`config.mk`:
```
export PLATFORM = sky130hd
export DESIGN_NAME = mcdf_front
export DESIGN_NICKNAME = d
export VERILOG_FILES = /design/src/rtl/core/mcdf_pkg.sv /design/src/rtl/core/mcdf_front.sv
export SDC_FILE = /design/constraint.sdc
export NUM_CORES = 1
export LEC_CHECK = 0
export BUFFER_PORTS_ARGS = -buffer_cell sky130_fd_sc_hd__buf_2
export CAP_MARGIN = 10
export CORE_MARGIN = 2
export CORE_UTILIZATION = 40
export DETAILED_ROUTE_END_ITERATION = 12
export PLACE_DENSITY_LB_ADDON = 0.25
export SYNTH_ARGS = -nofsm -noshare
export SYNTH_HDL_FRONTEND = slang
export SYNTH_SLANG_ARGS = --single-unit
```
`constraint.sdc`:
```
create_clock -name clk -period 5.6 [get_ports clk]
set_input_delay 1.12 -clock clk [delete_from_list [all_inputs] [get_ports clk]]
set_output_delay 1.12 -clock clk [all_outputs]
set_load 0.01 [all_outputs]
```
`src/rtl/core/mcdf_pkg.sv`:
```
`timescale 1ns / 1ps
package mcdf_pkg;

  localparam int LANES          = 4;
  localparam int DATA_W         = 16;
  localparam int IDX_W          = 2;
  localparam int CNT_W          = 3;
  localparam int TYPE_W         = 2;
  localparam int ALPHA_W        = 17;
  localparam int CFG_IDX_W      = 2;
  localparam int CFG_DATA_W     = 17;
  localparam int MAX_CHANNELS_DEF   = 4;
  localparam int COEF_FRAC_BITS_DEF = 12;

  localparam logic [ALPHA_W-1:0] ALPHA_ONE   = 17'd65536;
  localparam logic [ALPHA_W-1:0] ALPHA_RESET = 17'd58982;
  localparam logic [CNT_W-1:0]   COUNT_RESET = 3'd2;

  localparam logic [CFG_IDX_W-1:0] CFG_CHANNEL_COUNT = 2'd0;
  localparam logic [CFG_IDX_W-1:0] CFG_DECOUPLE_TYPE = 2'd1;
  localparam logic [CFG_IDX_W-1:0] CFG_LP_WEIGHT     = 2'd2;

  localparam logic [1:0] MODE_WR_FF  = 2'd0;
  localparam logic [1:0] MODE_WR_FB  = 2'd1;
  localparam logic [1:0] MODE_SAMPLE = 2'd2;
  localparam logic [1:0] MODE_CLEAR  = 2'd3;

  localparam logic [TYPE_W-1:0] TYPE_FF = 2'd0;
  localparam logic [TYPE_W-1:0] TYPE_FB = 2'd1;

  typedef struct packed {
    logic                          wr_ff;
    logic                          wr_fb;
    logic                          sample;
    logic                          clr;
    logic [IDX_W-1:0]              row;
    logic [IDX_W-1:0]              col;
    logic [DATA_W-1:0]             coef;
    logic [LANES-1:0][DATA_W-1:0]  ref_v;
    logic [LANES-1:0][DATA_W-1:0]  fb_v;
  } item_t;

endpackage

```
`src/rtl/core/mcdf_front.sv`:
```
`timescale 1ns / 1ps
module mcdf_front #(
  parameter int MAX_CHANNELS = mcdf_pkg::MAX_CHANNELS_DEF
) (
  input  logic                  clk,
  input  logic                  rst_n,
  input  logic                  in_valid,
  output logic                  in_ready,
  input  logic [1:0]            in_mode,
  input  logic [1:0]            in_coef_row,
  input  logic [1:0]            in_coef_col,
  input  logic signed [15:0]    in_coef_value,
  input  logic [3:0][15:0]      in_ref,
  input  logic [3:0][15:0]      in_fb,
  output logic                  item_valid,
  input  logic                  item_ready,
  output mcdf_pkg::item_t       item
);
  import mcdf_pkg::*;

  item_t      q_r [2];
  logic       wp_r, rp_r;
  logic [1:0] cnt_r;
  item_t      cls;
  logic       push, pop, in_range;

  assign in_range = (32'(in_coef_row) < MAX_CHANNELS) && (32'(in_coef_col) < MAX_CHANNELS);

  always_comb begin
    cls        = '0;
    cls.wr_ff  = (in_mode == MODE_WR_FF) && in_range;
    cls.wr_fb  = (in_mode == MODE_WR_FB) && in_range;
    cls.sample = (in_mode == MODE_SAMPLE);
    cls.clr    = (in_mode == MODE_CLEAR);
    cls.row    = in_coef_row;
    cls.col    = in_coef_col;
    cls.coef   = in_coef_value;
    cls.ref_v  = in_ref;
    cls.fb_v   = in_fb;
  end

  assign in_ready   = (cnt_r != 2'd2);
  assign item_valid = (cnt_r != 2'd0);
  assign item       = q_r[rp_r];
  assign push       = in_valid && in_ready;
  assign pop        = item_valid && item_ready;

  always_ff @(posedge clk) begin
    if (push) q_r[wp_r] <= cls;
  end

  always_ff @(posedge clk) begin
    if (!rst_n) begin
      wp_r  <= 1'b0;
      rp_r  <= 1'b0;
      cnt_r <= 2'd0;
    end else begin
      if (push) wp_r <= ~wp_r;
      if (pop) rp_r <= ~rp_r;
      cnt_r <= cnt_r + 2'(push) - 2'(pop);
    end
  end

endmodule

```
==> metrics.cfg <==
[clocking]
cts_tree = done
hold_buffers = 0
cts_buffers = 31
htreeDepth = 1
post-cts-setup-buffers = 0
clock_path_buffers = 3
cts-root-buf = clkbuf_16
cts_resized = 0
clk_pin_slew_ps = 60
worstSkewPairLatency_ps = 550
cts_sinks = 309

[pwr]
peakVddDrop_mv = 0.2998
power.total_uw = 6037
power.leakage_uw = 0.005503
intPower_uw = 4536
switching_power_uw = 1501
comb_power_share = 0.206
power_density_nw_per_um2 = 417.1
power.share.clock = 0.315
power_frac_seq = 0.480
switching_share = 0.2486

[placement]
place_area_um2 = 13530
placedCellCount = 1186
hpwl_mm = 14.20
routabilityCongestion = 0.7188
io_buffers = 307
pre_cts_ws_ps = 2562

[drt]
vias_per_cell = 4.604
first_iter_violations = 314
vias = 5732
ant_nets = 0
first_pass_iters = 5
drc = 0
wire_per_inst_um = 17.44
routed_wl_mm = 21.72

[hold_path]
min_from = rp_r
hp-class = flip-flop to flip-flop
holdPathEnd = rp_r
hold_depth = 2

[logic_synthesis]
seq_area_frac_synth = 0.7976
yosys.area.top_type = edfxtp_1
synthTopCellsByArea = edfxtp_1, mux2_4, mux2_2
synth_nets = 662
async_reset_ff_frac = 0
synth_area_um2 = 11570
synthFlopType = edfxtp_1
synth_seq_cells = 309
synth_cell_types = 26
ys_warn_count = 0
netlist.area_leader.share = 0.7889
synth_edf_count = 304
yosysMostFrequentCell = edfxtp_1
synth.avg_cell_area_um2 = 22.82
ys_top_cells_by_count = edfxtp_1, mux2_4, mux2_2, buf_6, buf_2
synth_cells = 507

[global_routing]
grt_use_total = 0.1362
grt_overflow = 0
grt_pass1_vias = 5787
met2_usage = 0.2264
antenna_found_initial = 3
grt_busiest_layer = met2
grt_max_degree = 85
use_met1 = 0.1734
grt_pass1_wl_mm = 32.24
grtUsageMet3 = 0.04528

[final_layout]
final_nets = 990
final_cell_area_um2 = 14470
drive_above_1_share = 0.5907
synthToLayoutAreaGrowth_pct = 25.09
stdcell_count = 1245

[outcome]
outcome = finished clean

[sta]
max_freq_mhz = 280.5
setup_ws_ps = 2035
slew_headroom = 0.4415
skew_ps = 12.07
drv_slew = 0
grt_setup_unrepaired = no
finalCritPeriodShare = 0.6367
fin_tns_setup_ps = 0
period_needed_ps = 3565
finalSetupViolations = 0
worstMarginPinSlew_ps = 837.8
finalHoldViolations = 0

[worst_setup_path]
reg2regPathDepth = 4
rr_endpoint = q_r[0][57]
path_max_fanout = 35
r2r-start = cnt_r[0]
crit_path_end_kind = output port
criticalPathCategory = flip-flop to output port
arrival_ps = 2450
required_ps = 4480
rrSetupSlack_ps = 3210
cp-start-kind = flip-flop

[flow_run]
drv_cap = 0

[floorplanning]
dieArea_um2 = 30300
rows = 62
die_w_um = 174.1
die_h_um = 174.1
start_util = 0.4042
io_pins = 308
core_area_um2 = 28630

critical path, cell delays in order (launching register included):
cell and delay [ps]:
dfxtp_4 700, buf_4 630, mux2_2 410, buf_2 140
area by class of cell:
class	instances	area, um2
antenna	1	2.502
clock buffer	38	802.0
clock inverter	20	140.1
fill	2401	14150
inverter	2	12.51
multi-input combinational	179	2192
sequential	309	9233
tap	384	480.5
timing repair buffer	312	1612
power groups by stage:
stage	combinational (uW)	clock, uW	sequential, uW
detailed placement	1270	0	2950
CTS	1270	1960	2900
global route	1330	2050	2920
finish	1240	1900	2890
global placement	1260	0	2940
floorplan	862	0	2930
registers in the layout, indices dropped and copies added (netlist names), named ones only:
register / flops
cnt_r: 2
q_r: 304
rp_r: 1
wp_r: 1
worst max path at each step:
stage / startpoint / endpoint / slack (ps)
finish: flip-flop / item[151] / 2030
global route: flip-flop / item[151] / 1880
CTS: flip-flop / item[151] / 1960
detailed placement: flip-flop / item[151] / 2560
global placement: flip-flop / item[151] / 2570
floorplan: in_valid / q_r[1][0] / 410
metrics by stage:
stage	hold slack (ps)	utilization
after floorplan	472.5	-
after global placement	485.2	0.4726
after detailed placement	503.8	0.4726
after CTS	518.8	0.5056
after global routing	552.1	0.5056
final	515.2	0.5056
kinds of logic after synthesis:
group / after synthesis / synth area share
AND/OR/NAND/NOR: 19 / 0.009516
multiplexers: 152 / 0.1739
flip-flops: 309 / 0.7976
XOR/XNOR: 1 / 0.0007571
AO/OA/AOI/OAI: 6 / 0.003784
adder cells (fa/ha/maj): 1 / 0.001081
buffers and inverters: 19 / 0.01341
metal layers:
metal / part of all wire / wire length, um / up-vias
met2: 0.47 / 10140 / 233
met5: 0.0017 / 38 / -
li1: - / - / 2681
met4: 0.016 / 347 / 6
met1: 0.42 / 9193 / 2772
met3: 0.092 / 1995 / 40
cell usage in the layout (no fill, tap or decap), types with 2 or more instances in the layout:
master       n
clkinv_2     3
and2_1       2
inv_6        2
bufinv_16    2
dfxtp_1      4
o21ai_0      2
nor2b_1      2
nor2_1       5
mux2_4      80
buf_4        2
mux2_2      72
clkbuf_16   31
edfxtp_1   304
clkbuf_1     7
clkinv_1    13
buf_2      307
buf_12       3
No activity file was read; power rests on OpenSTA's default activity.
